## config.mk

```make
export PLATFORM = sky130hd
export DESIGN_NAME = stpf_ram
export DESIGN_NICKNAME = d
export VERILOG_FILES = /design/src/rtl/stpf_ram.sv
export SDC_FILE = /design/constraint.sdc
export NUM_CORES = 2
export LEC_CHECK = 0
export ABC_AREA = 1
export BUFFER_PORTS_ARGS = -buffer_cell sky130_fd_sc_hd__clkbuf_2
export CORE_MARGIN = 2
export CORE_UTILIZATION = 60
export CTS_CLUSTER_DIAMETER = 100
export CTS_CLUSTER_SIZE = 28
export DETAILED_ROUTE_END_ITERATION = 16
export HOLD_SLACK_MARGIN = 0.1
export PLACE_DENSITY_LB_ADDON = 0.05
export SYNTH_ARGS = -nofsm -noshare
export SYNTH_HDL_FRONTEND = slang
export SYNTH_SLANG_ARGS = --single-unit
export TNS_END_PERCENT = 10
```

## constraint.sdc

```tcl
create_clock -name clk_i -period 1.7 [get_ports clk_i]
set_input_delay 0 -clock clk_i [delete_from_list [all_inputs] [get_ports clk_i]]
set_output_delay 0 -clock clk_i [all_outputs]
set_load 0.1 [all_outputs]
```

## src/rtl/stpf_ram.sv

```systemverilog
module stpf_ram #(
  parameter int unsigned WIDTH = 8,
  parameter int unsigned DEPTH = 256,
  localparam int unsigned AW = $clog2(DEPTH)
) (
  input  logic             clk_i,
  input  logic             we_i,
  input  logic [AW-1:0]    waddr_i,
  input  logic [WIDTH-1:0] wdata_i,
  input  logic             re_i,
  input  logic [AW-1:0]    raddr_i,
  output logic [WIDTH-1:0] rdata_o
);

  logic [WIDTH-1:0] mem_q [DEPTH];
  logic [WIDTH-1:0] rdata_q;

  // One write port, one registered read port; read data holds when idle
  always_ff @(posedge clk_i) begin
    if (we_i) begin
      mem_q[waddr_i] <= wdata_i;
    end
    if (re_i) begin
      rdata_q <= mem_q[raddr_i];
    end
  end

  assign rdata_o = rdata_q;

endmodule

```

==> Word level (Yosys, flattened, before mapping) <==
Memory sizes are Yosys's and may differ from the RTL's. A register that Yosys moved wholly into a read port is not among the register bits.
Index checks and enable logic that the tools add are counted.
{ "word_totals": {"reg_bits": 0, "mem_bits_rw": 2048, "input_bits": 27, "n_memories": 1} }
{ "memory_table": {"columns": ["memory", "words", "width", "read_ports", "rd_clocked_by_memory_dff", "write_ports", "line", "source"], "rows": [
  ["mem_q", 256, 8, 1, 1, 1, "15", "logic [WIDTH-1:0] mem_q [DEPTH];"]
]} }
{ "op_classes": {"mux": 2} }
{ "ops": {"columns": ["operator", "count"], "rows": [
  ["two-way mux 1 bit", 2]
]} }

==> Logic depth before layout (Yosys ltp) <==
{ "logic_depth": {"word_depth": 2, "ltp_mapped": 15, "mapped_depth_nobuf": 11} }

==> Least setup slack after synthesis <==
No wires, ideal clock.
{ "synth_path": {"kind": "in2reg", "from": "input port we_i", "to": "memory mem_q[162][0], enable pin", "setup_ns": 0.370, "arrival_ns": 1.121, "slack_ns": 0.209, "path_stages": 4, "n_path_buf": 2, "cell_sequence": "clkbuf_1 nand3_1 clkbuf_1 nor2_1"} }
{ "synth_between": {"elab_chain_len": 2} }
{ "synth_rtl": {"columns": ["item", "line", "source"], "rows": [
  ["start, declared", "7", "input logic we_i,"],
  ["two-way mux 1 bit", "20", "if (we_i) begin"],
  ["two-way mux 1 bit (implied by the code)", "21", "mem_q[waddr_i] <= wdata_i;"],
  ["end, declared", "15", null]
]} }
No other way between the ends.

==> summary.txt <==
Timing
  • Skew final: 0.02290 ns
  • Final hold vios: 0
  • Count of final setup violators: 0
  • Period minus WS final: 1.693 ns
  • Relative slew slack: 36.49%
  • Final Max Slew Viols: 0
  • Final worst setup slack: 0.007003 ns
  • Setup TNS: 0 ns
  • RSZ-0062 raised after global routing: yes
  • FMAX: 0.5907 GHz
  • Worst Tran Pin Value: 0.9515 ns
  • Period Utilization, post-route: 99.59%

CTS
  • TritonCTS buffer count: 83
  • Clk pin slew, worst setup/hold paths: 0.11 ns
  • Num Clock Sinks: 2056
  • Postcts setup bufs: 0
  • Maximum root-to-sink buffer count: 3
  • Htree depth: 3
  • CTS tree: done
  • CTS root buf: clkbuf_16
  • Clk_lat worst skew: 0.73 ns

Route
  • # DRC: 0
  • Routed length per instance: 25.36 um
  • Pre-Repair DR Iteration Count: 6
  • Routed Antenna Nets: 0
  • Vias: 56520
  • Post-Route WL: 232600 um
  • Drt first-iter violations: 7568
  • Via density: 6.162

Worst setup path
  • R2r worst-path depth: 10
  • CP arrival: 2.18 ns
  • Crit. End Element: register
  • Worst path bufs/invs: 0
  • CP startpoint kind: register
  • CP max-delay cell: edfxtp_1
  • Slowest stage delay, CP: 0.38 ns
  • Critical path's top delay family: simple AND/OR/NAND/NOR gates
  • CP Cell Sequence: nand2_1 -> nand3_1 -> nand3_1 -> nand3_1 -> nand3_2 -> nand3_2 -> nand3_4 -> nand2_1 -> nand2_1 -> nand2_2
  • CP required: 2.19 ns
  • CP Class: reg -> reg
  • Worst-path maximum fanout: 1
  • FF-to-FF Start: mem_q[139][4]$_DFFE_PP_
  • Reg2reg setup slack: 0.007 ns
  • Reg2Reg Capture Point: rdata_o[4]$_DFFE_PP_

Pwr
  • Sequential Power Share: 63.6%
  • Pwr Total: 87.79 mW
  • VDD IR max: 0.0008051 V
  • Combinational power share: 9.2%
  • Total net switching power: 20.27 mW
  • Internal power: 67.53 mW
  • Switching Share: 23.08%
  • PwrDens: 921.9 nW/um2
  • Clock power frac: 27.2%
  • Leakage power: 33.90 nW

Floorplan
  • Width of the die: 377.0 um
  • DIE HEIGHT: 377.0 um
  • Num ports: 35
  • Row count: 136
  • Die area: 142100 um2
  • Core Area: 137800 um2
  • Starting Density: 60.56%

Final layout
  • P&R area growth vs syn: 14.08%
  • Layout cell share with drive strength beyond 1: 15.88%
  • Nets@finish: 7396
  • Design area: 95230 um2

Worst hold path
  • Worst hold path type: in -> reg
  • Hold worst-path end: mem_q[184][0]$_DFFE_PP_
  • Hold path depth: 5
  • Worst Min Path Start: we_i

GRT
  • Total GRT Usage: 32.80%
  • First-pass GRT wire length: 344000 um
  • Vias in the first global route: 53060
  • Largest net degree at the start of global routing: 102
  • Final global-route overflow total: 0
  • Initial antenna violation count: 7

Logic synthesis
  • Flops & latches, synth: 2056
  • Synth cell types: 13
  • YS warnings: 0
  • Synth async-reset ratio: 0%
  • Ys flop type: edfxtp_1
  • Number of synthesized flops with an enable pin: 2056
  • Syn Nets: 7030
  • Cells after Synth: 7003
  • Area contributors post-synth: edfxtp_1 74%, nand3_1 12%, nand2_1 9.5%
  • Register area share after synthesis: 73.96%
  • Most area-hungry cell type in the Yosys netlist: edfxtp_1
  • Syn Area/Cell: 11.92 um2
  • Cell area after synthesis: 83480 um2
  • Yosys top cell area share: 73.96%
  • Synth cell count leaders: 2123 x nand2_1, 2056 x edfxtp_1, 2019 x nand3_1
  • Top-count cell post-synth: nand2_1

Outcome
  • Status: finished, final reports clean

Place
  • Place WS: -0.9637 ns
  • Area of placed instances: 90790 um2
  • Post-DP HPWL: 149100 um
  • IO Port Bufs: 34
  • Final RePlAce weighted congestion: 0.9668

Flow run
  • Max Cap Violations: 0
## placed cells by master, fill, tap and decap left out, types with 11 or more instances in the layout
master         instances
buf_12               143
buf_4                572
buf_8                 11
clkbuf_16             87
clkbuf_2              18
dlygate4sd3_1         13
edfxtp_1            2056
inv_1                 34
nand2_1             2093
nand2_2               19
nand3_1             1723
nand3_2              235
nand3_4               61
nor2_1               283
## worst max path at each step
stage,start,to,slack (ns),cells past startpoint
floorplan,we_i,mem_q[162][0]$_DFFE_PP_,0.21,4
global placement,raddr_i[0],rdata_o[2]$_DFFE_PP_,-0.96,14
detailed placement,raddr_i[0],rdata_o[1]$_DFFE_PP_,-0.96,14
CTS,mem_q[139][5]$_DFFE_PP_,rdata_o[5]$_DFFE_PP_,-0.07,11
global route,mem_q[190][4]$_DFFE_PP_,rdata_o[4]$_DFFE_PP_,-0.04,10
finish,mem_q[139][4]$_DFFE_PP_,rdata_o[4]$_DFFE_PP_,0.007,10
## through the flow
step,utilization (%),hold WS (ns),cells
5_1_grt,69.09,0.1162,9169
2_1_floorplan,-,0.09887,7003
6_report,69.09,0.1320,9172
4_1_cts,68.00,-0.1728,9168
3_3_place_gp,65.87,0.3316,9067
3_5_place_dp,65.87,0.3346,9067
## power by group through the flow
stage / Combinational, mW / Clock [mW] / Sequential [mW]
floorplan: 3.45 / 0 / 57.1
global placement: 7.31 / 0 / 57.0
detailed placement: 7.39 / 0 / 57.0
CTS: 7.61 / 24.1 / 55.8
global route: 8.64 / 25.6 / 55.9
finish: 8.10 / 23.8 / 55.8
## cells by family after synthesis
group	share of synthesized area, %
simple gates	22.92
flops	73.96
buf+inv	3.116
## metal layers
layer | track usage, % | vias up | wire length, um
li1 | - | 25420 | -
met1 | 48.37 | 27810 | 93780
met2 | 50.04 | 2916 | 107100
met3 | 5.962 | 368 | 23890
met4 | 10.57 | 2 | 7838
met5 | 0 | - | 13
## sequential cells by signal (all words and copies together) (netlist names)
register  cells
mem_q      2048
rdata_o       8
## layout make-up
class	instances	area, um2
Antenna cell	4	10.01
Clock buffer	88	2181
Clock inverter	2	25.02
Fill cell	9852	42600
Inverter	39	180.2
Multi-Input combinational cell	4425	21230
Sequential cell	2056	61740
Tap cell	1794	2245
Timing Repair Buffer	764	7617
## repair_timing
item,in CTS,in global routing
endpoints found under the hold margin,2098,8
pin swaps,10,96
resized for setup,118,285
hold buffers,11,2
cloned,0,0
endpoints found under the setup margin,11,10
## tightest hold or removal path, cell delays in order
cell and delay (ns):
clkbuf_2 0.10, buf_12 0.15, nand2_1 0.18, nor2_1 0.08
buf_4 0.17
No activity file was read; power rests on OpenSTA's default activity.
