$ cat src/rtl/stpf_pkg.sv
package stpf_pkg;

  // Command codes carried in the input tuser
  typedef enum logic [2:0] {
    CMD_PUT   = 3'd0,
    CMD_GET   = 3'd1,
    CMD_FLUSH = 3'd2,
    CMD_ABORT = 3'd3,
    CMD_START = 3'd4
  } cmd_e;

  // Result status codes carried in the output tuser
  typedef enum logic [2:0] {
    ST_OK      = 3'd0,
    ST_EMPTY   = 3'd1,
    ST_RETRY   = 3'd2,
    ST_ABORTED = 3'd3,
    ST_FULL    = 3'd4
  } status_e;

  // Effect of one item on the byte and duration totals
  typedef enum logic [1:0] {
    TOT_NONE  = 2'd0,
    TOT_ADD   = 2'd1,
    TOT_SUB   = 2'd2,
    TOT_CLEAR = 2'd3
  } tot_op_e;

  localparam int unsigned HANDLE_W = 32;
  localparam int unsigned SIZE_W   = 24;
  localparam int unsigned DUR_W    = 32;
  localparam int unsigned STREAM_W = 8;
  localparam int unsigned SERIAL_W = 16;
  localparam int unsigned COUNT_W  = 9;
  localparam int unsigned TOTAL_W  = 40;
  localparam int unsigned OVH_W    = 12;

  // Packet descriptor as it arrives
  typedef struct packed {
    logic                is_flush;
    logic [STREAM_W-1:0] stream;
    logic [DUR_W-1:0]    duration;
    logic [SIZE_W-1:0]   size;
    logic [HANDLE_W-1:0] handle;
  } pkt_t;

  // Stored queue entry
  typedef struct packed {
    logic [SERIAL_W-1:0] serial;
    pkt_t                pkt;
  } entry_t;

  // Per-item result info from the control stage
  typedef struct packed {
    status_e             status;
    tot_op_e             op;
    logic [SIZE_W-1:0]   size;
    logic [DUR_W-1:0]    duration;
    logic [COUNT_W-1:0]  count;
    logic [SERIAL_W-1:0] serial;
  } meta_t;

endpackage

$ cat src/rtl/stpf_totals.sv
module stpf_totals import stpf_pkg::*; (
  input  logic               clk_i,
  input  logic               rst_ni,
  input  logic               step_i,
  input  tot_op_e            op_i,
  input  logic [SIZE_W-1:0]  size_i,
  input  logic [DUR_W-1:0]   dur_i,
  input  logic [OVH_W-1:0]   ovh_i,
  output logic [TOTAL_W-1:0] bytes_o,
  output logic [TOTAL_W-1:0] dur_o
);

  logic [TOTAL_W-1:0] bytes_q, bytes_d, dur_q, dur_d;
  logic [SIZE_W:0]    charge;

  // Size plus per-entry overhead, then one add, subtract or clear per total
  assign charge = {1'b0, size_i} + (SIZE_W + 1)'(ovh_i);

  always_comb begin
    case (op_i)
      TOT_ADD: begin
        bytes_d = bytes_q + TOTAL_W'(charge);
        dur_d   = dur_q + TOTAL_W'(dur_i);
      end
      TOT_SUB: begin
        bytes_d = bytes_q - TOTAL_W'(charge);
        dur_d   = dur_q - TOTAL_W'(dur_i);
      end
      TOT_CLEAR: begin
        bytes_d = '0;
        dur_d   = '0;
      end
      default: begin
        bytes_d = bytes_q;
        dur_d   = dur_q;
      end
    endcase
  end

  assign bytes_o = bytes_d;
  assign dur_o   = dur_d;

  always_ff @(posedge clk_i or negedge rst_ni) begin
    if (!rst_ni) begin
      bytes_q <= '0;
      dur_q   <= '0;
    end else if (step_i) begin
      bytes_q <= bytes_d;
      dur_q   <= dur_d;
    end
  end

endmodule
$ cat config.mk
export PLATFORM = sky130hd
export DESIGN_NAME = stpf_totals
export DESIGN_NICKNAME = d
export VERILOG_FILES = /design/src/rtl/stpf_pkg.sv /design/src/rtl/stpf_totals.sv
export SDC_FILE = /design/constraint.sdc
export NUM_CORES = 1
export LEC_CHECK = 0
export BUFFER_PORTS_ARGS = -buffer_cell sky130_fd_sc_hd__buf_2
export CORE_MARGIN = 8
export CORE_UTILIZATION = 60
export DETAILED_ROUTE_END_ITERATION = 8
export PLACE_DENSITY = 0.83
export SYNTH_ARGS = -nofsm -noshare
export SYNTH_HDL_FRONTEND = slang
export SYNTH_SLANG_ARGS = --single-unit
$ cat constraint.sdc
create_clock -name clk_i -period 11.1 [get_ports clk_i]
set_clock_uncertainty 0.2 [all_clocks]
set_input_delay 2.22 -clock clk_i [delete_from_list [all_inputs] [get_ports clk_i]]
set_output_delay 2.22 -clock clk_i [all_outputs]
set_load 0.01 [all_outputs]
### After elaboration in Yosys (flattened, before gate mapping)

Cells that the tools add are included.

| word-level totals | value |
|---|---|
| register bits | 80 |

| cells by class | value |
|---|---|
| mux-type cells | 2 |
| $add $sub $neg | 5 |
| equal/unequal tests | 3 |

Operator list:

| cell | number |
|---|---|
| 40-bit case mux with 3 select lines | 2 |
| 40-bit by 25-bit adder with 40-bit output | 1 |
| 40-bit by 32-bit adder with 40-bit output | 1 |
| 40-bit by 25-bit subtractor with 40-bit output | 1 |
| 40-bit by 32-bit subtractor with 40-bit output | 1 |
| 24-bit by 12-bit adder with 25-bit output | 1 |
| 2-bit equality test (second input constant) | 2 |
| 2-bit by 1-bit equality test with 1-bit output (second input constant) | 1 |

### Depth between registers and ports, before layout

| depth | value |
|---|---|
| depth after elaboration | 3 |
| gate-level depth with buffers | 26 |

### Least setup slack after synthesis

OpenSTA, ideal clock, no wires.

| timing | value |
|---|---|
| path type | input port to output port |
| start point | input size_i[0] |
| end point | output bytes_o[39] |
| data required time | 8.680 ns |
| buffers on the path | 1 |
| stages on the path | 25 |
| arrival | 7.276 ns |
| path slack | 1.404 ns |
| cell sequence | ha_1 > inv_1 > fa_1 > nor2b_4 > o21a_1 > or3_1 > and2_1 > or3_1 > nor4b_2 > o21ai_1 > nor2_1 > a21oi_1 > xor2_1 > ha_1 > clkbuf_1 > nand2_1 > o21ai_0 > nor2_1 > o211a_1 > o41ai_2 > a31oi_1 > o221a_2 > a311oi_4 > a31oi_1 > o311ai_1 |

| between the ends | value |
|---|---|
| longest elaborated chain between the ends | 3 |

RTL lines:

| what | RTL line | text |
|---|---|---|
| start: declaration | stpf_totals.sv:6 | `input logic [SIZE_W-1:0] size_i,` |
| 24-bit by 12-bit adder with 25-bit output * | stpf_totals.sv:17 | `assign charge = {1'b0, size_i} + (SIZE_W + 1)'(ovh_i);` |
| 40-bit by 25-bit subtractor with 40-bit output or 40-bit by 25-bit adder with 40-bit output (tied branches) | stpf_totals.sv:26, stpf_totals.sv:22 |  |
| 40-bit case mux with 3 select lines * | stpf_totals.sv:20 | `case (op_i)` |
| end: declaration | stpf_totals.sv:9 | `output logic [TOTAL_W-1:0] bytes_o,` |

Every way passes the cells marked *; elsewhere a longest branch is shown, timed or not.

### Worst setup path after layout

Same ends and word-level chain as after synthesis.

==> results_dict.tcl <==
set metrics [dict create \
    status "completed" \
    cts_tree "built" \
    via_per_inst 6.22 \
    die_w_um 149 \
    cts_buffers 9 \
    final_nets 1589 \
    ctsHtreeMaxLevel 3 \
    cts-hold-fix-buffers 0 \
    die-area_sq_um 22100 \
    required_ns 8.68 \
    drtAntennaViolNets 0 \
    drive_above_1_share_pct 18.4 \
    synth_common_cells "nand2_1 (118), a21oi_1 (103), ha_1 (94)" \
    finalCritPeriodShare_pct 95.3 \
    p_per_area_nw_per_um2 207 \
    avgSynthCellArea_sq_um 8.04 \
    coreArea_sq_um 17200 \
    place_inst 1633 \
    grt_pass1_wl_um 47000 \
    track_usage_pct 25.5 \
    hold_viol_final 0 \
    grt_pass1_vias 9945 \
    clk_pin_slew_ns 0.07 \
    worst_ep_arrival_time_ns 8.16 \
    relSlewSlack_pct 30.4 \
    path_max_fanout 11 \
    fin_tns_setup_ns 0 \
    die_h_um 149 \
    start_kind "primary input" \
    period_minus_slack_ns 10.58 \
    root_buffer "clkbuf_16" \
    overflow 0 \
    ys_types 90 \
    endpoint_kind "primary output" \
    cts.repair.resized 0 \
    yosys.area.top_type "dfrtp_1" \
    dp_hpwl_um 21900 \
    report.final.setup_viol 0 \
    critPathKind "primary input to primary output" \
    diodes 0 \
    drt_iter0_drc 627 \
    syn_inst 1312 \
    synth_area_leaders "dfrtp_1 (19%), ha_1 (11%), xnor2_1 (7.6%)" \
    slew_viol_final 0 \
    pin_count 153 \
    syn_nets 1482 \
    yosysWarnings 0 \
    via_count 10300 \
    yosysTopAreaCellShare_pct 19.0 \
    cellLeakagePower_nw 5.57 \
    seqPwrFrac_pct 20.3 \
    grt_max_degree 88 \
    switching_share_pct 47.7 \
    clock_sinks 80 \
    tightestPinTransition_ns 1.04 \
    wl_per_cell_um 17.4 \
    vdd_drop_max_mv 0.0977 \
    pwr-share-comb_pct 67.7 \
    finalNonFillerCells 1649 \
    drt_wl_total_um 28600 \
    synth.most_common_cell "nand2_1" \
    fmax_mhz 94.5 \
    drc_errors 0 \
    ys.flop_type "dfrtp_1" \
    preCtsSetupSlack_ns 0.597 \
    port_buffers 152 \
    rsz0062_at_grt "false" \
    p_clk_share_pct 12.0 \
    synth-seq-cells 80 \
    min_path_type "flop to flop" \
    start_util_pct 61.2 \
    core.rowCount 48 \
    post_cts_buffers 0 \
    fin_ws_ns 0.522 \
    switching_power_mw 1.15 \
    intPower_mw 1.27 \
    netlist_area_sq_um 10600 \
    routabilityCongestion 0.928 \
    firstDrtPassIters 5 \
    maxCapViolCount 0 \
    ys_seq_area_share_pct 19.0 \
    clock_latency_ns 0.35 \
    placed_area_sq_um 11400 \
    async_flop_share_pct 100 \
    cts.path.max_buffers 2 \
    area_growth_syn_to_layout_pct 10.6 \
    grt_antenna_before_repair 0 \
    synth_edf_count 0 \
    final_area_sq_um 11700 \
]
area by class of cell:
cell class | count | area, sq um
multi-input cells | 1113 | 8080
fillers | 1457 | 5570
flip-flops and latches | 80 | 2000
repair buffers | 162 | 838
well taps | 225 | 282
clock buffers | 9 | 225
inverters | 53 | 199
clock inverters | 7 | 48.8
cell families after synthesis:
family | count (synthesis) | share of synthesized area (%)
AO/OA/AOI/OAI | 471 | 32.2
AND/OR/NAND/NOR | 376 | 17.4
XOR/XNOR | 134 | 11.3
buffers and inverters | 119 | 4.74
adder cells (fa/ha/maj) | 97 | 11.7
flip-flops | 80 | 19.0
multiplexers | 35 | 3.70
routing by layer:
metal / vias up / track usage, % / wire, um
met4: 0 / 8.57 / 547
met2: 276 / 44.1 / 13700
met1: 4854 / 32.2 / 13100
met5: - / 0 / 0
li1: 5091 / - / -
met3: 32 / 3.10 / 1370
critical path, stage by stage:
cell and delay (ns):
buf_2 0.08, ha_1 0.19, inv_1 0.07, fa_1 0.43, xnor2_1 0.20, nor3b_1 0.26
inv_1 0.06, a211oi_1 0.51, nand2_1 0.10, or3_1 0.41, a211oi_2 0.19, buf_4 0.23
nor2_1 0.07, xor2_1 0.18, ha_1 0.39, nand2_1 0.07, o21ai_0 0.28, nor2_1 0.07
o211a_1 0.14, o41ai_2 0.53, a31oi_1 0.27, o221a_2 0.31, a311oi_4 0.27, a31oi_1 0.10
o311ai_1 0.31, buf_2 0.20
power groups by stage:
stage | Clock (mW) | Combinational [mW] | Sequential, mW
after CTS | 0.292 | 1.63 | 0.490
after global placement | 0 | 1.58 | 0.487
after detailed placement | 0 | 1.62 | 0.494
after global routing | 0.302 | 1.81 | 0.508
final | 0.290 | 1.64 | 0.492
after floorplan | 0 | 1.22 | 0.467
layout by cell type (no fill, tap or decap), types with 15 or more instances in the layout:
master and count:
o21ai_0 73, nand3_1 27, ha_1 92, a31oi_1 24, a22o_1 67, a21oi_1 103, inv_1 52, buf_2 151
dfrtp_1 80, o21a_1 18, nor2b_1 18, a21o_1 48, xnor2_1 92, nor2_1 85, xor2_1 40, mux2_2 32
o31ai_1 15, nand2_1 118, nor3_1 34
per-stage QoR:
| stage | util, % | hold WS (ns) | power, mW |
|---|---|---|---|
| 2_1_floorplan | - | 0.272 | 1.69 |
| 3_3_place_gp | 66.1 | 0.295 | 2.07 |
| 3_5_place_dp | 66.1 | 0.301 | 2.11 |
| 4_1_cts | 67.7 | 0.318 | 2.41 |
| 5_1_grt | 67.7 | 0.352 | 2.62 |
| 6_report | 67.7 | 0.317 | 2.42 |
path summary, 6_finish.rpt:
check	startpoint	end	slack (ns)	cells past startpoint
worst min-delay path	dur_q[38]$_DFFE_PN0P_	dur_q[38]$_DFFE_PN0P_	0.32	2
worst min register to register	dur_q[38]$_DFFE_PN0P_	dur_q[38]$_DFFE_PN0P_	0.32	2
worst max register to register	dur_q[2]$_DFFE_PN0P_	dur_q[39]$_DFFE_PN0P_	7.44	11
max in group asynchronous	rst_ni	dur_q[38]$_DFFE_PN0P_	8.07	2
min in group asynchronous	rst_ni	dur_q[7]$_DFFE_PN0P_	1.56	1
worst max-delay path	size_i[0]	bytes_o[39]	0.52	26
state kept, by name, summed over array words and instances (netlist names):
register	cells
bytes_q	40
dur_q	40
(Power assumes the default switching activity.)
