$ cat config.mk
export PLATFORM = sky130hd
export DESIGN_NAME = stpf_ctrl
export DESIGN_NICKNAME = d
export VERILOG_FILES = /design/src/rtl/stpf_pkg.sv /design/src/rtl/stpf_ctrl.sv
export SDC_FILE = /design/constraint.sdc
export NUM_CORES = 1
export LEC_CHECK = 0
export BUFFER_PORTS_ARGS = -buffer_cell sky130_fd_sc_hd__clkbuf_2
export CAP_MARGIN = 20
export CORE_AREA = 10 10 118 120
export CTS_CLUSTER_SIZE = 8
export DETAILED_ROUTE_END_ITERATION = 10
export DIE_AREA = 0 0 128 130
export PLACE_DENSITY = 0.71
export SYNTH_ARGS = -nofsm -noshare
export SYNTH_HDL_FRONTEND = slang
export SYNTH_SLANG_ARGS = --single-unit
$ cat constraint.sdc
create_clock -name clk_i -period 3.75 [get_ports clk_i]
set_input_delay 0.375 -clock clk_i [delete_from_list [all_inputs] [get_ports clk_i]]
set_output_delay 0.375 -clock clk_i [all_outputs]
set_load 0.02 [all_outputs]
$ cat src/rtl/stpf_pkg.sv
package stpf_pkg;

  // Command codes carried in the input tuser
  typedef enum logic [2:0] {
    CMD_PUT   = 3'd0,
    CMD_GET   = 3'd1,
    CMD_FLUSH = 3'd2,
    CMD_ABORT = 3'd3,
    CMD_START = 3'd4
  } cmd_e;

  // Result status codes carried in the output tuser
  typedef enum logic [2:0] {
    ST_OK      = 3'd0,
    ST_EMPTY   = 3'd1,
    ST_RETRY   = 3'd2,
    ST_ABORTED = 3'd3,
    ST_FULL    = 3'd4
  } status_e;

  // Effect of one item on the byte and duration totals
  typedef enum logic [1:0] {
    TOT_NONE  = 2'd0,
    TOT_ADD   = 2'd1,
    TOT_SUB   = 2'd2,
    TOT_CLEAR = 2'd3
  } tot_op_e;

  localparam int unsigned HANDLE_W = 32;
  localparam int unsigned SIZE_W   = 24;
  localparam int unsigned DUR_W    = 32;
  localparam int unsigned STREAM_W = 8;
  localparam int unsigned SERIAL_W = 16;
  localparam int unsigned COUNT_W  = 9;
  localparam int unsigned TOTAL_W  = 40;
  localparam int unsigned OVH_W    = 12;

  // Packet descriptor as it arrives
  typedef struct packed {
    logic                is_flush;
    logic [STREAM_W-1:0] stream;
    logic [DUR_W-1:0]    duration;
    logic [SIZE_W-1:0]   size;
    logic [HANDLE_W-1:0] handle;
  } pkt_t;

  // Stored queue entry
  typedef struct packed {
    logic [SERIAL_W-1:0] serial;
    pkt_t                pkt;
  } entry_t;

  // Per-item result info from the control stage
  typedef struct packed {
    status_e             status;
    tot_op_e             op;
    logic [SIZE_W-1:0]   size;
    logic [DUR_W-1:0]    duration;
    logic [COUNT_W-1:0]  count;
    logic [SERIAL_W-1:0] serial;
  } meta_t;

endpackage

$ cat src/rtl/stpf_ctrl.sv
module stpf_ctrl import stpf_pkg::*; #(
  parameter int unsigned QUEUE_DEPTH = 256,
  localparam int unsigned AW = $clog2(QUEUE_DEPTH),
  localparam int unsigned CW = $clog2(QUEUE_DEPTH + 1)
) (
  input  logic          clk_i,
  input  logic          rst_ni,
  input  logic          cmd_valid_i,
  input  logic [2:0]    cmd_i,
  input  pkt_t          pkt_i,
  input  logic          wait_i,
  output logic          ram_we_o,
  output logic [AW-1:0] ram_waddr_o,
  output entry_t        ram_wdata_o,
  output logic          ram_re_o,
  output logic [AW-1:0] ram_raddr_o,
  output meta_t         meta_o
);

  localparam logic [AW-1:0] LastSlot = AW'(QUEUE_DEPTH - 1);
  localparam logic [CW-1:0] FullCount = CW'(QUEUE_DEPTH);

  logic [AW-1:0]       head_q, head_d, tail_q, tail_d;
  logic [CW-1:0]       count_q, count_d;
  logic [SERIAL_W-1:0] serial_q, serial_d;
  logic                abort_q, abort_d;
  status_e             status;
  tot_op_e             op;

  // Command decode and queue bookkeeping
  always_comb begin
    head_d   = head_q;
    tail_d   = tail_q;
    count_d  = count_q;
    serial_d = serial_q;
    abort_d  = abort_q;
    status   = ST_OK;
    op       = TOT_NONE;
    ram_we_o = 1'b0;
    ram_re_o = 1'b0;
    if (cmd_valid_i) begin
      unique case (cmd_i)
        CMD_PUT: begin
          if (abort_q) begin
            status = ST_ABORTED;
          end else if (count_q == FullCount) begin
            status = ST_FULL;
          end else begin
            serial_d = serial_q + SERIAL_W'(pkt_i.is_flush);
            ram_we_o = 1'b1;
            tail_d   = (tail_q == LastSlot) ? '0 : tail_q + 1'b1;
            count_d  = count_q + 1'b1;
            op       = TOT_ADD;
          end
        end
        CMD_GET: begin
          if (abort_q) begin
            status = ST_ABORTED;
          end else if (count_q == '0) begin
            status = wait_i ? ST_RETRY : ST_EMPTY;
          end else begin
            ram_re_o = 1'b1;
            head_d   = (head_q == LastSlot) ? '0 : head_q + 1'b1;
            count_d  = count_q - 1'b1;
            op       = TOT_SUB;
          end
        end
        CMD_FLUSH: begin
          head_d  = '0;
          tail_d  = '0;
          count_d = '0;
          op      = TOT_CLEAR;
        end
        CMD_ABORT: abort_d = 1'b1;
        CMD_START: abort_d = 1'b0;
        default: ;
      endcase
    end
  end

  assign ram_waddr_o = tail_q;
  assign ram_raddr_o = head_q;
  assign ram_wdata_o = '{serial: serial_d, pkt: pkt_i};

  assign meta_o = '{
    status:   status,
    op:       op,
    size:     pkt_i.size,
    duration: pkt_i.duration,
    count:    COUNT_W'(count_d),
    serial:   serial_d
  };

  always_ff @(posedge clk_i or negedge rst_ni) begin
    if (!rst_ni) begin
      head_q   <= '0;
      tail_q   <= '0;
      count_q  <= '0;
      serial_q <= '0;
      abort_q  <= 1'b1;
    end else begin
      head_q   <= head_d;
      tail_q   <= tail_d;
      count_q  <= count_d;
      serial_q <= serial_d;
      abort_q  <= abort_d;
    end
  end

  // Empty or full queue means the pointers meet
  assert property (@(posedge clk_i) disable iff (!rst_ni)
    (count_q == '0 || count_q == FullCount) |-> head_q == tail_q)
    else $error("pointers disagree with count");

  // Nothing touches the store while aborted
  assert property (@(posedge clk_i) disable iff (!rst_ni)
    abort_q |-> (!ram_we_o && !ram_re_o))
    else $error("store access while aborted");

  // Serial only moves on a stored flush marker
  assert property (@(posedge clk_i) disable iff (!rst_ni)
    (serial_d != serial_q) |-> (ram_we_o && pkt_i.is_flush))
    else $error("serial moved without stored flush marker");

endmodule

# [Yosys cells after proc, flatten, opt, wreduce, memory -nomap -nowiden]
# Index checks and enable logic that the tools add are counted.
[totals] ff_bits=42 latchBits=0 mem_bits_rw=0 rom_bits=0 in_bits=104 output_inout_bits=217 memories=0
[op_classes] n_addsub=5 mul=0 div=0 magnitude_cmp=0 n_eq_ne=11 shifts=0 muxes=40 bitwise=0 reduce_logical=8
[ops] op="$mux W16" count=4
[ops] op="$mux W8" count=6
[ops] op="$mux W9" count=5
[ops] op="$pmux W8 S2" count=2
[ops] op="$pmux W9 S3" count=1
[ops] op="$add A16 B1 Y16" count=1
[ops] op="$add A8 B1 Y8 const B" count=2
[ops] op="$eq A8 B8 Y1 const B" count=2
[ops] op="$mux W2" count=6
[ops] op="$mux W1" count=10
[ops] op="$add A9 B1 Y9 const B" count=1
[ops] op="$eq A9 B9 Y1 const B" count=1
[ops] op="$logic_not A9 Y1" count=1
[ops] op="$mux W3" count=3
[ops] op="$sub A9 B1 Y9 const B" count=1
[ops] op="$ne A2 B2 Y1 const B" count=4
[ops] op="$reduce_and A4 Y1" count=2
[ops] op="$eq A3 B2 Y1 const B" count=2
[ops] op="$pmux W2 S3" count=1
[ops] op="$pmux W3 S2" count=1
[ops] op="$reduce_bool A2 Y1" count=3
[ops] op="$eq A3 B1 Y1 const B" count=1
[ops] op="$eq A3 B3 Y1 const B" count=1
[ops] op="$logic_not A3 Y1" count=1
[ops] op="2 further kinds" count=2

# [Logic depth before layout (Yosys ltp)]
# Gate-level depths: netlist of the first run.
[logic_depth] ltp_word=5 ltp_mapped=9

# [Worst setup path before layout of the first run]
# No wires, ideal clock.
[synth_timing] path_type="input to output" start="input port cmd_i[2]" end="output port ram_wdata_o[112] in the netlist's numbering" arrival_time_ns=2.464 required_time_ns=3.375 setup_slack_ns=0.911 stages=7 path_cell_list="buf_6 -> or3_4 -> or3_4 -> nor4b_4 -> nand4_1 -> xnor2_1 -> buf_4"
[synth_rtl] item="start, declared" line_no="stpf_ctrl.sv:9" text="input logic [2:0] cmd_i,"
[synth_rtl] item="end, declared" line_no="stpf_ctrl.sv:14" text="output entry_t ram_wdata_o,"

==> results of run 1 <==
where the power goes:
| group | internal, mW | switching, mW | leakage, nW | total (mW) |
|---|---|---|---|---|
| logic | 0.0931 | 0.185 | 0.841 | 0.278 |
| registers | 0.484 | 0.0549 | 0.579 | 0.539 |
| clock network | 0.383 | 0.193 | 0.0940 | 0.577 |
placed cells by master (no fill, tap or decap), drive strengths merged, types with 3 or more instances in the layout:
master	count
nor3	11
o311ai	3
nor3b	3
ha	6
a21oi	12
nand2b	3
nand2	30
nand3	16
o31ai	6
dfrtp	41
o21ai	29
or4	5
clkbuf	77
mux2i	4
nand4	9
nor4	4
nor2	15
inv	9
xnor2	13
or3b	3
a31oi	7
xor2	3
and3	6
area by class of cell:
cell class | instances | area, µm²
fill | 1232 | 8440
timing repair buffer | 75 | 398
clock inverter | 3 | 68.8
clock buffer | 5 | 125
multi-input combinational | 221 | 1410
tap | 147 | 184
inverter | 9 | 33.8
sequential | 42 | 1050
sequential cells by signal (all words and copies together) (netlist names):
| name | count |
|---|---|
| count_q | 9 |
| ram_raddr_o | 8 |
| abort_q | 1 |
| serial_q | 16 |
| ram_waddr_o | 8 |
worst max-delay path by stage:
stage	slack, ns	cells after the start	endpoint
3_3_place_gp	0.84	7	ram_wdata_o[104]
3_5_place_dp	0.75	7	ram_wdata_o[104]
6_report	0.60	9	meta_o[18]
4_1_cts	0.53	8	ram_wdata_o[104]
5_1_grt	0.28	9	meta_o[18]
2_1_floorplan	0.91	7	ram_wdata_o[112]
per-stage QoR:
stage,total power [mW],worst slack [ns],util [%],hold slack (ns),cells
floorplan,0.968,0.911,-,0.0794,456
global placement,0.819,0.836,26.1,0.492,492
detailed placement,0.823,0.748,26.1,0.488,492
CTS,1.40,0.529,27.7,0.338,500
global route,1.47,0.276,28.0,0.432,502
finish,1.39,0.597,28.0,0.392,502
cells by family (layout without fill, tap and decap cells):
| family | after synthesis | after routing | share of synthesized area [%] |
|---|---|---|---|
| flops | 42 | 42 | 27.4 |
| mux | 5 | 5 | 1.34 |
| simple gates | 118 | 118 | 17.1 |
| compound gates | 76 | 76 | 12.8 |
| xor+xnor | 16 | 16 | 3.66 |
| fa+ha+maj | 6 | 6 | 1.96 |
| buf+inv | 193 | 92 | 35.7 |
synthesized netlist by cell type (4+ instances only):
library cell  count
nor4_1            4
o31ai_1           6
or4_1             5
buf_4           169
clkbuf_1         13
nor3_1           10
nand3_1          16
ha_1              6
dfrtp_1          41
nand2_1          30
a21oi_1          12
inv_1             9
o21ai_0          27
and3_1            6
xnor2_1          13
nand4_1           9
a31oi_1           7
mux2i_1           4
nor2_1           15
layer usage:
layer,vias up,share of wire [%],track usage (%)
met3,44,9.9,4.30
met1,1252,40,11.0
li1,1210,-,-
met5,-,0,0
met4,0,3.6,5.50
met2,127,47,15.8
timing repair:
| action | 4_1_cts | 5_1_grt |
|---|---|---|
| setup buffers | 0 | 0 |
| hold endpoints to repair | 0 | 7 |
| hold buffers | 0 | 1 |
| gates resized for setup | 0 | 0 |
==> impl_metrics.env, run 1 <==
export IMPL_die_w_um=128
export IMPL_outcome="finished, final reports clean"
export IMPL_grt_overflow=0
export IMPL_die_y_um=130
export IMPL_r2r_start="count_q[0]$_DFF_PN0_"
export IMPL_final_setup_viol_count=0
export IMPL_placed_area_um2=3050
export IMPL_hpwl_um=6740
export IMPL_cp_arrival_ns=2.78
export IMPL_yosysTopAreaCellShare_pct=33.1
export IMPL_gp_congestion=0.877
export IMPL_cts_tree="yes"
export IMPL_dieArea_um2=16600
export IMPL_grt_max_degree=43
export IMPL_r2r_end="count_q[2]$_DFF_PN0_"
export IMPL_clkLatencyLatePin_ns=0.29
export IMPL_ios=321
export IMPL_min_path_cells=2
export IMPL_cts_buffer_depth=2
export IMPL_ys_types=57
export IMPL_wirelength_um=8720
export IMPL_cp_startpoint="count_q[0]$_DFF_PN0_"
export IMPL_ys_async_sr_fraction_pct=100
export IMPL_reg2regPathDepth=8
export IMPL_grt_pass1_wl_um=13600
export IMPL_fmax_mhz=317
export IMPL_hp_class="in2reg"
export IMPL_fin_skew_ns=0.0130
export IMPL_grtUsageTotal_pct=9.96
export IMPL_synth_main_ff_cell="dfrtp_1"
export IMPL_cpPeakStageDelay_ns=0.51
export IMPL_seq_area_frac_synth_pct=27.4
export IMPL_drtIter0Drc=275
export IMPL_slowest_stage="nor3b_1"
export IMPL_finalCritPeriodShare_pct=84.1
export IMPL_worstSetupPathType="reg2out"
export IMPL_ys_warnings_count=0
export IMPL_synth_edff_count=0
export IMPL_worst_slew_pin_transition_ns=0.761
export IMPL_fp_row_count=40
export IMPL_synthCells=456
export IMPL_vias_per_cell=5.25
export IMPL_cellLeakagePower_nw=1.51
export IMPL_vdd_drop_max_uv=236
export IMPL_hold_viol=0
export IMPL_area_growth_pct=-14.6
export IMPL_maxSlewHeadroom_pct=49.1
export IMPL_antenna_cells=0
export IMPL_ff2ff_setup_slack_ns=1.30
export IMPL_ant_nets=0
export IMPL_final_nets=464
export IMPL_rsz0062_at_grt="no"
export IMPL_cts_root_buf="clkbuf_16"
export IMPL_cp_start_kind="register"
export IMPL_start_util_pct=32.7
export IMPL_final_cell_area_um2=3280
export IMPL_drt_pass1_iter_count=5
export IMPL_vias=2633
export IMPL_hp_start="cmd_i[2]"
export IMPL_drc=0
export IMPL_crit_chain="inv_1, ha_1, nor3b_1, nand3_1, nand2_1, inv_1, a221oi_1, a41oi_1, clkbuf_2"
export IMPL_antenna_found_initial=0
export IMPL_crit_top_cell="inv_1"
export IMPL_core_um2=11700
export IMPL_cp_data_required_time_ns=3.38
export IMPL_yosys_top_cells_area="buf_4 (33%), dfrtp_1 (27%), o21ai_0 (3.5%), xnor2_1 (3.0%), nand2_1 (2.9%)"
export IMPL_path_clk_slew_ns=0.07
export IMPL_critPathCaptureType="output pin"
export IMPL_finalMaxSlewViolations=0
export IMPL_portBuffers=72
export IMPL_cts_sinks=42
export IMPL_cts_htree_levels=2
export IMPL_synth_nets=566
export IMPL_final_min_clock_period_ns=3.15
export IMPL_drive_gt1_share_pct=26.8
export IMPL_finalSetupTns_ns=0
export IMPL_p_per_area_nw_per_um2=425
export IMPL_routedWlPerCell_um=17.4
export IMPL_syn_avg_cell_area_um2=8.41
export IMPL_cts_inserted_buffers=5
export IMPL_maxCapViolCount=0
export IMPL_first_global_vias=2555
export IMPL_critical_path_top_delay_family="simple AND/OR/NAND/NOR gates"
export IMPL_ys_ff_latch=42
export IMPL_yosysTopAreaCell="buf_4"
export IMPL_synthesis_area_um2=3830
export IMPL_holdPathEnd="abort_q$_DFFE_PN1P_"
export IMPL_cp_max_fo=7
export IMPL_critPathBufInv=3
Note: power is estimated with default switching activity, not from simulation.
==> run 2, diff against run 1 <==
- CORE_AREA: 10 10 118 120 -> 10 10 115 117
- DIE_AREA: 0 0 128 130 -> 0 0 125 127
- PLACE_DENSITY: 0.71 -> 0.74
- clock period: 3.75 -> 3.15 ns (I/O delays scaled with it)
==> run 2 against run 1 <==
Core utilization grew 2.1 points. Combinational power up 22%. Hold slack worse by 0.073 ns. Sequential power grew 19%. Total power is 13% higher. Sequential share of layout area decreased by 0.63 points. Final area rose by 2.0%. Non-clock buffer count grew 8. Register-to-register slack worse by 0.45 ns. Worst setup slack got worse by 0.37 ns. Clock-buffer cell count stayed put. Routed wire length is 4.1% higher. Largest cell class unchanged.
==> impl_metrics.env, run 2 (synthesis gave the netlist of run 1 again) <==
export IMPL_vias=2684
export IMPL_gp_congestion=0.881
export IMPL_wirelength_um=9070
export IMPL_vdd_drop_max_uv=214
export IMPL_cp_startpoint="count_q[4]$_DFF_PN0_"
export IMPL_final_min_clock_period_ns=2.92
export IMPL_grt_max_degree=33
export IMPL_cp_arrival_ns=2.61
export IMPL_first_global_vias=2599
export IMPL_drtIter0Drc=270
export IMPL_largest_reg_flops=16
export IMPL_cts_sinks=42
export IMPL_cts_buffer_depth=2
export IMPL_maxCapViolCount=0
export IMPL_ios=321
export IMPL_die_w_um=125
export IMPL_p_per_area_nw_per_um2=471
export IMPL_pwr_share_seq_pct=40.8
export IMPL_cp_data_required_time_ns=2.83
export IMPL_drive_gt1_share_pct=29.5
export IMPL_rsz0062_at_grt="no"
export IMPL_area_growth_pct=-12.9
export IMPL_finalSetupTns_ns=0
export IMPL_grt_overflow=0
export IMPL_cellLeakagePower_nw=1.57
export IMPL_finalCritPeriodShare_pct=92.8
export IMPL_antenna_cells=0
export IMPL_critPathCaptureType="output pin"
export IMPL_cts_inserted_buffers=5
export IMPL_dieArea_um2=15900
export IMPL_grt_pass1_wl_um=14200
export IMPL_layout_common_cells="clkbuf_2 (72), dfrtp_1 (41), nand2_1 (30)"
export IMPL_final_common_cell="clkbuf_2"
export IMPL_grtUsageTotal_pct=10.8
export IMPL_worst_slew_pin_transition_ns=0.590
export IMPL_vias_per_cell=5.30
export IMPL_portBuffers=72
export IMPL_cts_tree="yes"
export IMPL_antenna_found_initial=0
export IMPL_hpwl_um=7100
export IMPL_final_setup_viol_count=0
export IMPL_start_util_pct=34.5
export IMPL_reg2regPathDepth=5
export IMPL_fin_util_pct=30.0
export IMPL_combPwrFrac_pct=21.5
export IMPL_routedWlPerCell_um=17.9
export IMPL_r2r_start="count_q[4]$_DFF_PN0_"
export IMPL_p_int_mw=1.07
export IMPL_fin_skew_ns=0.00592
export IMPL_die_y_um=127
export IMPL_cts_root_buf="clkbuf_16"
export IMPL_outcome="finished, final reports clean"
export IMPL_reg_top3="serial_q (16), count_q (9)"
export IMPL_hp_class="in2reg"
export IMPL_finalMaxSlewViolations=0
export IMPL_core_um2=11100
export IMPL_cts_htree_levels=2
export IMPL_cp_max_fo=12
export IMPL_drc=0
export IMPL_min_path_cells=2
export IMPL_fmax_mhz=342
export IMPL_top_register="serial_q"
export IMPL_p_clk_share_pct=37.7
export IMPL_ant_nets=0
export IMPL_cp_start_kind="register"
export IMPL_path_clk_slew_ns=0.07
export IMPL_final_nets=472
export IMPL_sw_frac_of_total_pct=32.2
export IMPL_hp_start="cmd_i[2]"
export IMPL_p_sw_mw=0.506
export IMPL_drt_pass1_iter_count=4
export IMPL_fp_row_count=39
export IMPL_worstSetupPathType="reg2out"
export IMPL_clkLatencyLatePin_ns=0.29
export IMPL_maxSlewHeadroom_pct=60.3
export IMPL_hold_viol=0
export IMPL_nFillCells=1170
[run 2: worst max-delay path, stage by stage, from the launching register on]
cell,delay [ns]
dfrtp_1,0.49
or4_1,0.70
o311a_1,0.50
a221oi_1,0.32
a41oi_1,0.09
clkbuf_2,0.21
[run 2: worst paths after layout]
kind / to / slack (ns)
hold / removal: abort_q$_DFFE_PN1P_ / 0.32
setup / recovery: meta_o[18] / 0.23
setup reg to reg: ram_raddr_o[7]$_DFFE_PN0P_ / 0.85
min in group asynchronous: ram_raddr_o[5]$_DFFE_PN0P_ / 0.47
max in group asynchronous: serial_q[7]$_DFF_PN0_ / 2.18
hold reg to reg: serial_q[10]$_DFF_PN0_ / 0.52
[run 2: layer usage]
metal  share of wire [%]  vias up  track usage, %
met5                   0        -               0
met4                 5.7        0            7.86
li1                    -     1224               -
met3                 9.8       69            4.34
met2                  47      138            17.1
met1                  37     1253            11.5
[run 2: cell type report]
type / count / area [µm²] / area share (%)
Timing Repair Buffer: 83 / 458 / 13.7
Sequential cell: 42 / 1050 / 31.5
Inverter: 9 / 33.8 / 1.01
Clock buffer: 5 / 125 / 3.75
Clock inverter: 3 / 45.0 / 1.35
Multi-Input combinational cell: 221 / 1450 / 43.3
Tap cell: 143 / 179 / 5.36
[run 2: power groups by stage]
stage	combinational [mW]	clock (mW)	sequential, mW
3_3_place_gp	0.325	0	0.646
5_1_grt	0.382	0.638	0.651
3_5_place_dp	0.340	0	0.647
4_1_cts	0.340	0.613	0.638
2_1_floorplan	0.515	0	0.637
6_report	0.339	0.593	0.641
[run 2: stage by stage]
stage | setup slack (ns) | total power [mW] | area [µm²] | hold WS, ns | cells
2_1_floorplan | 0.431 | 1.15 | 3830 | 0.0194 | 456
3_3_place_gp | 0.361 | 0.971 | 3080 | 0.496 | 493
3_5_place_dp | 0.367 | 0.986 | 3100 | 0.227 | 494
4_1_cts | 0.106 | 1.59 | 3280 | 0.310 | 503
5_1_grt | 0.00446 | 1.67 | 3340 | 0.353 | 506
6_report | 0.228 | 1.57 | 3340 | 0.319 | 506
[run 2: repair_timing]
item	4_1_cts	5_1_grt
setup endpoints to repair	0	25
hold buffers	1	0
endpoints found under the hold margin	9	0
gates resized for setup	0	5
setup buffers	0	3
